$ cat src/design/kpd_pkg.sv
// ----------------------------------------------------------------------------
// kpd_pkg - keypad scan debouncer shared definitions
// Field widths, register indexes, mode encoding and the key map.
// ----------------------------------------------------------------------------
package kpd_pkg;

    localparam int unsigned NUM_COLS  = 4;
    localparam int unsigned ROW_W     = 3;
    localparam int unsigned KEY_W     = 4;
    localparam int unsigned CNT_W     = 4;
    localparam int unsigned CFG_W     = 4;
    localparam int unsigned IN_DATA_W  = 16;  // 12 field bits, padded to bytes
    localparam int unsigned OUT_DATA_W = 8;   // 6 field bits, padded to bytes

    // configuration register indexes
    localparam logic REG_PRESS_SCANS   = 1'b0;
    localparam logic REG_RELEASE_SCANS = 1'b1;

    localparam logic [CNT_W-1:0] CNT_MAX = '1;
    localparam logic [CFG_W-1:0] SCANS_RESET = 4'd4;

    typedef enum logic [1:0] {
        MODE_IDLE     = 2'd0,
        MODE_DEBOUNCE = 2'd1,
        MODE_HELD     = 2'd2
    } mode_t;

    // key code for a column and a single active row
    function automatic logic [KEY_W-1:0] key_code(input logic [1:0] col,
                                                   input logic [1:0] row);
        logic [KEY_W-1:0] code;
        code = '0;
        unique case (col)
            2'd0: code = KEY_W'(4'd1 + {2'b00, row});
            2'd1: code = KEY_W'(4'd4 + {2'b00, row});
            2'd2: code = KEY_W'(4'd7 + {2'b00, row});
            2'd3: begin
                case (row)
                    2'd0:    code = 4'd10;
                    2'd1:    code = 4'd0;
                    default: code = 4'd11;
                endcase
            end
            default: code = '0;
        endcase
        return code;
    endfunction

endpackage

$ cat src/design/keypad_scan_debouncer.sv
// ----------------------------------------------------------------------------
// keypad_scan_debouncer - 4x3 matrix keypad scan decoder with debounce
// One scan snapshot in, one result out: debounced key with repeat while held,
// and a sleep request on scans with no valid key while idle.
// ----------------------------------------------------------------------------
//
//  channel  | ports              | payload (low bit first)
//  ---------+--------------------+---------------------------------------------
//  scan in  | s_tvalid/s_tready  | s_tdata: col0_rows, col1_rows, col2_rows,
//           |                    |          col3_rows (3 bits each)
//  result   | m_tvalid/m_tready  | m_tdata: send_key, key_value[3:0],
//           |                    |          sleep_request
//  config   | cfg_wr_en          | cfg_addr 0 press_scans, 1 release_scans
//
//  Two stages: an input register, then decode and mode update into the result
//  register. One scan is taken every cycle while the result output is not stalled.
//  The result register is the only place a stall is felt: the input stage
//  moves whenever the result register is empty or being taken.
//  aresetn (synchronous, active low) clears the valid flags, the mode, the
//  candidate and the counter; both thresholds go back to 4.
// ----------------------------------------------------------------------------
module keypad_scan_debouncer (
    input  logic                           aclk,
    input  logic                           aresetn,
    // scan input
    input  logic                           s_tvalid,
    output logic                           s_tready,
    // [2:0] col0_rows, [5:3] col1_rows, [8:6] col2_rows, [11:9] col3_rows
    input  logic [kpd_pkg::IN_DATA_W-1:0]  s_tdata,
    // result output
    output logic                           m_tvalid,
    input  logic                           m_tready,
    // [0] send_key, [4:1] key_value, [5] sleep_request
    output logic [kpd_pkg::OUT_DATA_W-1:0] m_tdata,
    // configuration
    input  logic                           cfg_wr_en,
    input  logic                           cfg_addr,
    input  logic [kpd_pkg::CFG_W-1:0]      cfg_wdata
);

    // ---- configuration -----------------------------------------------------
    logic [kpd_pkg::CFG_W-1:0] press_scans_reg;
    logic [kpd_pkg::CFG_W-1:0] release_scans_reg;

    always_ff @(posedge aclk) begin
        if (!aresetn) begin
            press_scans_reg   <= kpd_pkg::SCANS_RESET;
            release_scans_reg <= kpd_pkg::SCANS_RESET;
        end else if (cfg_wr_en) begin
            unique case (cfg_addr)
                kpd_pkg::REG_PRESS_SCANS:   press_scans_reg   <= cfg_wdata;
                kpd_pkg::REG_RELEASE_SCANS: release_scans_reg <= cfg_wdata;
                default: ;
            endcase
        end
    end

    // ---- pipeline control --------------------------------------------------
    logic in_valid_reg;
    logic out_valid_reg;
    logic advance;       // stage 1 may move into the result register
    logic in_fire;       // stage 1 holds a scan that moves this cycle

    assign advance  = !out_valid_reg || m_tready;
    assign s_tready = !in_valid_reg || advance;
    assign in_fire  = in_valid_reg && advance;

    // ---- stage 1: input register -------------------------------------------
    logic [kpd_pkg::ROW_W-1:0] rows_reg [kpd_pkg::NUM_COLS];

    always_ff @(posedge aclk) begin
        if (!aresetn) begin
            in_valid_reg <= 1'b0;
        end else if (s_tready) begin
            in_valid_reg <= s_tvalid;
        end
    end

    always_ff @(posedge aclk) begin
        if (s_tvalid && s_tready) begin
            for (int c = 0; c < kpd_pkg::NUM_COLS; c++) begin
                rows_reg[c] <= s_tdata[c*kpd_pkg::ROW_W +: kpd_pkg::ROW_W];
            end
        end
    end

    // ---- decode: first column with any row set -----------------------------
    logic                      scan_valid;
    logic [kpd_pkg::KEY_W-1:0] scan_key;

    always_comb begin
        logic found;
        found      = 1'b0;
        scan_valid = 1'b0;
        scan_key   = '0;
        for (int c = 0; c < kpd_pkg::NUM_COLS; c++) begin
            if (!found && (rows_reg[c] != '0)) begin
                found = 1'b1;
                case (rows_reg[c])
                    3'b001: begin
                        scan_valid = 1'b1;
                        scan_key   = kpd_pkg::key_code(2'(c), 2'd0);
                    end
                    3'b010: begin
                        scan_valid = 1'b1;
                        scan_key   = kpd_pkg::key_code(2'(c), 2'd1);
                    end
                    3'b100: begin
                        scan_valid = 1'b1;
                        scan_key   = kpd_pkg::key_code(2'(c), 2'd2);
                    end
                    default: scan_valid = 1'b0;   // chord in one column
                endcase
            end
        end
    end

    // ---- mode machine ------------------------------------------------------
    kpd_pkg::mode_t            mode_reg, mode_next;
    logic [kpd_pkg::KEY_W-1:0] cand_key_reg, cand_key_next;
    logic                      cand_valid_reg, cand_valid_next;
    logic [kpd_pkg::CNT_W-1:0] count_reg, count_next;
    logic                      send_next, sleep_next;
    logic [kpd_pkg::KEY_W-1:0] value_next;

    always_ff @(posedge aclk) begin
        if (!aresetn) begin
            mode_reg       <= kpd_pkg::MODE_IDLE;
            cand_key_reg   <= '0;
            cand_valid_reg <= 1'b0;
            count_reg      <= '0;
        end else if (in_fire) begin
            mode_reg       <= mode_next;
            cand_key_reg   <= cand_key_next;
            cand_valid_reg <= cand_valid_next;
            count_reg      <= count_next;
        end
    end

    always_comb begin
        logic [kpd_pkg::CNT_W-1:0] count_inc;
        count_inc = (count_reg == kpd_pkg::CNT_MAX) ? kpd_pkg::CNT_MAX
                                                    : count_reg + 1'b1;
        mode_next       = mode_reg;
        cand_key_next   = cand_key_reg;
        cand_valid_next = cand_valid_reg;
        count_next      = count_reg;
        send_next       = 1'b0;
        sleep_next      = 1'b0;
        value_next      = '0;
        unique case (mode_reg)
            kpd_pkg::MODE_HELD: begin
                // repeat the held key until enough scans without a valid key in a row
                count_next = scan_valid ? '0 : count_inc;
                if (!scan_valid && (count_next >= release_scans_reg)) begin
                    mode_next       = kpd_pkg::MODE_IDLE;
                    count_next      = '0;
                    cand_valid_next = 1'b0;
                end else begin
                    send_next  = 1'b1;
                    value_next = cand_key_reg;
                end
            end
            default: begin
                // idle, debounce, and the unused code (acts as idle)
                if (!scan_valid) begin
                    sleep_next      = (mode_reg != kpd_pkg::MODE_DEBOUNCE);
                    cand_valid_next = 1'b0;
                    count_next      = '0;
                end else begin
                    if ((mode_reg == kpd_pkg::MODE_DEBOUNCE) && cand_valid_reg &&
                        (scan_key == cand_key_reg)) begin
                        count_next = count_inc;
                    end else begin
                        cand_key_next   = scan_key;
                        cand_valid_next = 1'b1;
                        count_next      = 4'd1;
                    end
                    mode_next = kpd_pkg::MODE_DEBOUNCE;
                    if (count_next >= press_scans_reg) begin
                        mode_next  = kpd_pkg::MODE_HELD;
                        count_next = '0;
                        send_next  = 1'b1;
                        value_next = cand_key_next;
                    end
                end
            end
        endcase
    end

    // ---- stage 2: result register ------------------------------------------
    logic                      send_reg;
    logic                      sleep_reg;
    logic [kpd_pkg::KEY_W-1:0] value_reg;

    always_ff @(posedge aclk) begin
        if (!aresetn) begin
            out_valid_reg <= 1'b0;
        end else if (advance) begin
            out_valid_reg <= in_valid_reg;
        end
    end

    always_ff @(posedge aclk) begin
        if (in_fire) begin
            send_reg  <= send_next;
            sleep_reg <= sleep_next;
            value_reg <= value_next;
        end
    end

    assign m_tvalid = out_valid_reg;
    assign m_tdata  = {2'b00, sleep_reg, value_reg, send_reg};

    // ---- assertions --------------------------------------------------------
    // a scan never both sends a key and requests sleep
    a_send_xor_sleep: assert property (@(posedge aclk) disable iff (!aresetn)
        out_valid_reg |-> !(send_reg && sleep_reg))
        else $error("send_key and sleep_request both set");

    // sleep only comes from a scan taken while idle
    a_sleep_idle_only: assert property (@(posedge aclk) disable iff (!aresetn)
        (in_fire && (mode_reg != kpd_pkg::MODE_IDLE)) |=> !sleep_reg)
        else $error("sleep requested outside idle");

    // the held mode always carries a valid candidate
    a_held_cand: assert property (@(posedge aclk) disable iff (!aresetn)
        (mode_reg == kpd_pkg::MODE_HELD) |-> cand_valid_reg)
        else $error("held mode without a candidate key");

    // a sent key is a real key code, an unsent one reads zero
    a_key_range: assert property (@(posedge aclk) disable iff (!aresetn)
        out_valid_reg |-> (send_reg ? (value_reg <= 4'd11) : (value_reg == '0)))
        else $error("key_value out of range");

endmodule
$ cat config.mk
export PLATFORM = sky130hd
export DESIGN_NAME = keypad_scan_debouncer
export DESIGN_NICKNAME = d
export VERILOG_FILES = /design/src/design/kpd_pkg.sv /design/src/design/keypad_scan_debouncer.sv
export SDC_FILE = /design/constraint.sdc
export NUM_CORES = 1
export LEC_CHECK = 0
export ABC_AREA = 1
export BUFFER_PORTS_ARGS = -buffer_cell sky130_fd_sc_hd__buf_2
export CORE_MARGIN = 2
export CORE_UTILIZATION = 35
export CTS_CLUSTER_SIZE = 30
export DETAILED_ROUTE_END_ITERATION = 12
export MAX_ROUTING_LAYER = met4
export PLACE_DENSITY = 0.52
export SLEW_MARGIN = 20
export SYNTH_ARGS = -nofsm -noshare
export SYNTH_HDL_FRONTEND = slang
export SYNTH_SLANG_ARGS = --single-unit
export TNS_END_PERCENT = 20
$ cat constraint.sdc
create_clock -name aclk -period 4.9 [get_ports aclk]
set_input_delay 0.98 -clock aclk [delete_from_list [all_inputs] [get_ports aclk]]
set_output_delay 0.98 -clock aclk [all_outputs]
set_load 0.005 [all_outputs]
==> results.json, run 1 <==
{
  "gpl.final_weighted_congestion": 0.814,
  "setup_slack_ns": 1.64,
  "timing.critical_path.to": "count_reg[2]",
  "tightest_slew_ns": 0.544,
  "placement_rows": 29,
  "dr_total_vias": 1900,
  "fp.dieH_um": 84.6,
  "dpl.hpwl_mm": 3.55,
  "quantity_of_hold_fixing_buffers_added_after_cts": 0,
  "ys_ff_latch": 39,
  "count_of_flip_flops_with_a_built_in_enable_after_synthesis": 18,
  "global_route.peak_usage_layer": "met2",
  "grt_first_pass_wirelength_mm": 7.85,
  "io_buffers": 29,
  "regToRegSetupSlack_ns": 1.64,
  "grt_start_max_net_pins": 19,
  "clk_latency_ns": 0.29,
  "hold_path_class": "flip-flop to flip-flop",
  "number_of_top_level_design_ports": 36,
  "antenna_found_initial": 0,
  "die_width_um": 84.6,
  "dominantRegCellSynth": "sky130_fd_sc_hd__dfxtp_1",
  "synth.yosys.seq_area_share_pct": 42.2,
  "final-setup-viol-count": 0,
  "floorplan.core_area_sq_mm": 0.00631,
  "synthesis.instances": 297,
  "drt.antenna.violating_nets": 0,
  "detail_route.wl_per_cell_um": 11.0,
  "cts_tree": "done",
  "skew_ns": 0.00644,
  "drt_first_pass_iters": 4,
  "crit_start": "rows_reg[0][0]",
  "cts_inserted_buffers": 5,
  "first_global_vias": 1780,
  "drv_cap": 0,
  "starting_density_of_the_core_pct": 36.0,
  "placement.setup.worst_slack_ns": 1.67,
  "finalHoldWorstSlack_ns": 0.463,
  "worst-path-max-fanout": 9,
  "htree_num_levels": 2,
  "grt_overflow_total": 0,
  "critical_path.endpoint_type": "flip-flop",
  "worst_r2r_path_depth": 17,
  "finalMaxSlewViolations": 0,
  "grt_use_met2_pct": 21.2,
  "root_buffer": "sky130_fd_sc_hd__clkbuf_8",
  "drive_above_1_share_pct": 16.4,
  "gr-usage-met1_pct": 18.8,
  "dr.first_iter.drc_count": 71,
  "die-area_sq_mm": 0.00716,
  "worstSetupStartpointType": "flip-flop",
  "largest_reg_flops": 12,
  "fmaxAchievable_ghz": 0.307,
  "power-per-cell-area_mw_per_mm2": 276,
  "synthDistinctLibCells": 31,
  "fin_setup_tns_ns": 0,
  "run_status": "finished clean",
  "reg_to_reg_endpoint": "count_reg[2]",
  "cell_area_synth_sq_mm": 0.00228,
  "global_route.usage.met3_pct": 2.95,
  "flow.area_growth_from_synthesis_pct": 13.2,
  "grt.total_usage_pct": 14.0,
  "vias_per_cell": 4.67,
  "fill_cells": 697,
  "ys_warn_count": 0,
  "finalCritPeriodShare_pct": 66.4,
  "totalWireLength_mm": 4.50,
  "asyncSetResetFlopFracSynth_pct": 0,
  "cts_repair_resize_count": 0,
  "timing_worst_setup_path_type": "flip-flop to flip-flop",
  "numClockSinks": 39,
  "timing.critical_path.arrival_ns": 3.48,
  "p_leak_nw": 1.20,
  "synth.avg_cell_area_sq_um": 7.66,
  "postCtsSetupRepairBufs": 0,
  "cp.required_ns": 5.12,
  "irDropWorstVdd_uv": 128,
  "cts_max_path_buffers": 2,
  "finalHoldViolations": 0,
  "timing.rr.start": "rows_reg[0][0]",
  "final_nets": 364,
  "detail_route.drc_violations": 0,
  "slew_headroom_pct": 63.6,
  "cts.reportedPaths.clkPinSlew_ns": 0.07,
  "period_minus_slack_ns": 3.26,
  "antenna_cells_inserted": 0,
  "rsz0062_at_grt": "false"
}
cell usage after synthesis, drive strengths merged, types with 2 or more instances:
| cell | instances | share of area (%) |
|---|---|---|
| nand2 | 65 | 12 |
| nand4 | 8 | 2.2 |
| nand3 | 23 | 5.7 |
| o211ai | 4 | 1.3 |
| o21ai | 17 | 3.7 |
| dfxtp | 21 | 18 |
| nor3 | 5 | 1.6 |
| buf | 4 | 1.3 |
| edfxtp | 18 | 24 |
| ha | 9 | 4.9 |
| nor3b | 3 | 1.2 |
| inv | 45 | 7.4 |
| a21oi | 26 | 6.4 |
| and2 | 2 | 0.55 |
| o22ai | 2 | 0.55 |
| nor2 | 40 | 7.5 |
layer usage:
metal / wire (um) / vias up / share of wire, %
li1: - / 1043 / -
met1: 2320 / 818 / 52
met2: 1920 / 32 / 43
met3: 185 / 7 / 4.1
met4: 65 / 0 / 1.4
met5: 0 / - / 0
through the flow:
stage | total power (W) | std cells | util (%) | cell area (sq um)
after floorplan | 0.000465 | 298 | - | 2280
after CTS | 0.000722 | 407 | 40.8 | 2580
after global placement | 0.000495 | 399 | 39.4 | 2490
final | 0.000711 | 407 | 40.8 | 2580
after detailed placement | 0.000496 | 399 | 39.4 | 2490
after global routing | 0.000753 | 407 | 40.8 | 2580
how the worst min path moves through the flow:
stage                               startpoint              endpoint  depth (start not counted)
after floorplan                 cand_valid_reg        cand_valid_reg                          2
after global placement          cand_valid_reg        cand_valid_reg                          2
after detailed placement  release_scans_reg[3]  release_scans_reg[3]                          2
after CTS                 release_scans_reg[3]  release_scans_reg[3]                          2
after global routing      release_scans_reg[1]  release_scans_reg[1]                          2
final                     release_scans_reg[3]  release_scans_reg[3]                          2
cell type report:
type / instances / area, sq um / share of cell area (%)
multi-input combinational: 209 / 1120 / 43.3
sequential: 39 / 961 / 37.3
inverter: 45 / 169 / 6.55
timing repair buffer: 29 / 145 / 5.63
tap: 77 / 96.3 / 3.74
clock buffer: 7 / 86.3 / 3.35
clock inverter: 1 / 3.75 / 0.146
cell usage in the layout (no fill, tap or decap), drive strengths merged, types with 2 or more instances in the layout:
cell | synthesis | final
nand2 | 65 | 65
inv | 45 | 45
nor2 | 40 | 40
buf | 4 | 29
a21oi | 26 | 26
nand3 | 23 | 23
dfxtp | 21 | 21
edfxtp | 18 | 18
o21ai | 17 | 17
ha | 9 | 9
nand4 | 8 | 8
clkbuf | 1 | 7
nor3 | 5 | 5
o211ai | 4 | 4
nor3b | 3 | 3
and2 | 2 | 2
o22ai | 2 | 2
conb | 1 | 2
critical path: stages (launching register included):
cell and delay [ns]:
sky130_fd_sc_hd__edfxtp_1 0.43, sky130_fd_sc_hd__nor2_2 0.17, sky130_fd_sc_hd__nand2_4 0.10, sky130_fd_sc_hd__nor2_8 0.19
sky130_fd_sc_hd__nand4_1 0.22, sky130_fd_sc_hd__nand3_1 0.17, sky130_fd_sc_hd__nand4_1 0.12, sky130_fd_sc_hd__nor2_2 0.19
sky130_fd_sc_hd__nand3_2 0.12, sky130_fd_sc_hd__nor3b_1 0.20, sky130_fd_sc_hd__ha_1 0.27, sky130_fd_sc_hd__inv_1 0.06
sky130_fd_sc_hd__nor2_1 0.03, sky130_fd_sc_hd__o211ai_1 0.21, sky130_fd_sc_hd__nand4_1 0.17, sky130_fd_sc_hd__nor2_1 0.27
sky130_fd_sc_hd__nand3_1 0.12, sky130_fd_sc_hd__a21oi_1 0.15
report_power, final:
| part | total, W | internal (W) | switching [W] |
|---|---|---|---|
| sequential | 0.000373 | 0.000362 | 0.0000111 |
| combinational | 0.000115 | 0.0000411 | 0.0000736 |
| clock | 0.000223 | 0.000113 | 0.000110 |
kinds of logic after synthesis:
family | after synthesis | share of synthesized area, %
simple gates | 148 | 31.4
compound gates | 50 | 12.3
buf+inv | 50 | 8.91
flops | 39 | 42.2
fa+ha+maj | 9 | 4.95
other cells | 1 | 0.165
(Power assumes the default switching activity.)
==> inputs of run 2 (changes only) <==
Settings changed: PLACE_DENSITY 0.52 to 0.54.
Clock period 4.9 ns to 2.8 ns, I/O delays scaled along.
==> results.json, run 2 (synthesis results as in run 1) <==
{
  "timing.rr.start": "rows_reg[0][0]",
  "htree_num_levels": 2,
  "fin_setup_tns_ns": -1.73,
  "drv_cap": 0,
  "gpl.final_weighted_congestion": 0.808,
  "post-route-util_pct": 46.2,
  "power-per-cell-area_mw_per_mm2": 435,
  "most_used_cell_cp": "sky130_fd_sc_hd__nor2_2",
  "cts.reportedPaths.clkPinSlew_ns": 0.07,
  "final-setup-viol-count": 11,
  "clk_latency_ns": 0.28,
  "placement.setup.worst_slack_ns": -0.312,
  "mostFrequentLayoutCells": "sky130_fd_sc_hd__nand2_1 (53), sky130_fd_sc_hd__inv_1 (43), sky130_fd_sc_hd__buf_4 (38)",
  "drive_above_1_share_pct": 29.1,
  "cts_inserted_buffers": 5,
  "die_width_um": 84.6,
  "antenna_cells_inserted": 0,
  "worstHoldStart": "s_tdata[8]",
  "worstSetupStartpointType": "flip-flop",
  "grt.total_usage_pct": 15.3,
  "period_minus_slack_ns": 2.99,
  "worst-path-max-fanout": 8,
  "grt_overflow_total": 0,
  "finalCritPeriodShare_pct": 107,
  "violations": "setup timing",
  "worst-path-buf-inv": 1,
  "root_buffer": "sky130_fd_sc_hd__clkbuf_8",
  "cts_tree": "done",
  "totalWireLength_mm": 4.86,
  "starting_density_of_the_core_pct": 36.0,
  "final_common_cell": "sky130_fd_sc_hd__nand2_1",
  "timing.critical_path.max_delay_family": "simple AND/OR/NAND/NOR gates",
  "antenna_found_initial": 0,
  "floorplan.core_area_sq_mm": 0.00631,
  "final_cell_count_no_fill": 445,
  "routed.top_layer": "met4",
  "worst_r2r_path_depth": 19,
  "timing.critical_path.arrival_ns": 3.20,
  "largest_reg_flops": 12,
  "critPathSlowestCell": "sky130_fd_sc_hd__edfxtp_1",
  "worstPathCellList": "nor2_2 > nand2_4 > nor2_8 > nand2_2 > o21ai_2 > nand2_2 > nand3_1 > nand2_1 > nor2_2 > nand3_2 > nor3b_2 > ha_1 > inv_1 > nor2_1 > o211ai_1 > nand4_1 > nor2_2 > nand3_1 > a21oi_1",
  "grt_first_pass_wirelength_mm": 8.65,
  "run_status": "finished, violations left",
  "seq_area_sq_um": 961,
  "crit_path_max_incr_delay_ns": 0.40,
  "placed_cells": 431,
  "fill_cells": 655,
  "irDropWorstVdd_uv": 300,
  "regToRegSetupSlack_ns": -0.19,
  "dr.first_iter.drc_count": 54,
  "hold_path_class": "input port to flip-flop",
  "min_path_cells": 1,
  "p_leak_nw": 1.39,
  "numClockSinks": 39,
  "detail_route.wl_per_cell_um": 10.9,
  "die-area_sq_mm": 0.00716,
  "timing_worst_setup_path_type": "flip-flop to flip-flop",
  "rsz0062_at_grt": "true",
  "multi_input_comb_area_sq_mm": 0.00118,
  "placement_rows": 29,
  "io_buffers": 29,
  "drt_first_pass_iters": 4,
  "dpl.hpwl_mm": 3.75,
  "wl_met2_mm": 2.09,
  "fmaxAchievable_ghz": 0.335,
  "first_global_vias": 1993,
  "endpoint_worst_hold": "rows_reg[2][2]",
  "drt.antenna.violating_nets": 0,
  "cts_max_path_buffers": 2,
  "setup_slack_ns": -0.186,
  "cp.required_ns": 3.01,
  "grt_start_max_net_pins": 19,
  "critical_path.endpoint_type": "flip-flop",
  "finalMaxSlewViolations": 0,
  "skew_ns": 0.00270,
  "crit_start": "rows_reg[0][0]",
  "number_of_top_level_design_ports": 36,
  "reg_to_reg_endpoint": "count_reg[2]",
  "fp.dieH_um": 84.6,
  "met3_length_um": 234,
  "vias_per_cell": 4.64,
  "final_nets": 402,
  "detail_route.drc_violations": 0,
  "slew_headroom_pct": 66.0,
  "flow.area_growth_from_synthesis_pct": 28.0,
  "dr_total_vias": 2063,
  "tightest_slew_ns": 0.508,
  "finalHoldViolations": 0,
  "wirelength_met1_mm": 2.46
}
## run 2: cell count changes in the layout (fill, tap and decap cells not counted), sizes merged
cell and change:
buf +38
## run 2: what timing repair did
action / CTS / global route
gates resized for setup: 15 / 3
endpoints found under the setup margin: 11 / 12
pin swaps: 14 / 5
setup buffers: 3 / 3
hold buffers: 0 / 0
## run 2: stage by stage
stage	cell area (sq um)	hold slack [ns]	total power, W
final	2910	0.444	0.00127
after CTS	2880	0.437	0.00128
after global placement	2730	0.449	0.000900
after floorplan	2280	0.434	0.000813
after global routing	2910	0.431	0.00135
after detailed placement	2730	0.456	0.000903
## run 2: how the worst max path moves through the flow
stage / end / slack, ns / cells after the start
after floorplan: count_reg[1] / 0.01 / 18
after global placement: count_reg[2] / -0.32 / 19
final: count_reg[2] / -0.19 / 19
after detailed placement: count_reg[2] / -0.31 / 19
after global routing: count_reg[3] / -0.49 / 21
after CTS: count_reg[3] / -0.19 / 21
## run 2: layout make-up
cell class / count / area share, %
multi-input cells: 209 / 40.4
clock inverters: 1 / 0.172
clock buffers: 7 / 2.62
flip-flops and latches: 39 / 33.0
inverters: 45 / 5.80
repair buffers: 67 / 14.8
well taps: 77 / 3.31
## run 2: routing by layer
| layer | up-vias | track usage (%) |
|---|---|---|
| met3 | 8 | 3.24 |
| met5 | - | - |
| met4 | 0 | 5.34 |
| met2 | 45 | 22.9 |
| li1 | 1114 | - |
| met1 | 896 | 20.4 |
## run 2: power breakdown
part | total (W) | switching, W | leakage [nW] | internal, W
sequential | 0.000652 | 0.0000184 | 0.346 | 0.000633
combinational | 0.000252 | 0.000144 | 1.00 | 0.000107
clock | 0.000365 | 0.000190 | 0.0422 | 0.000175
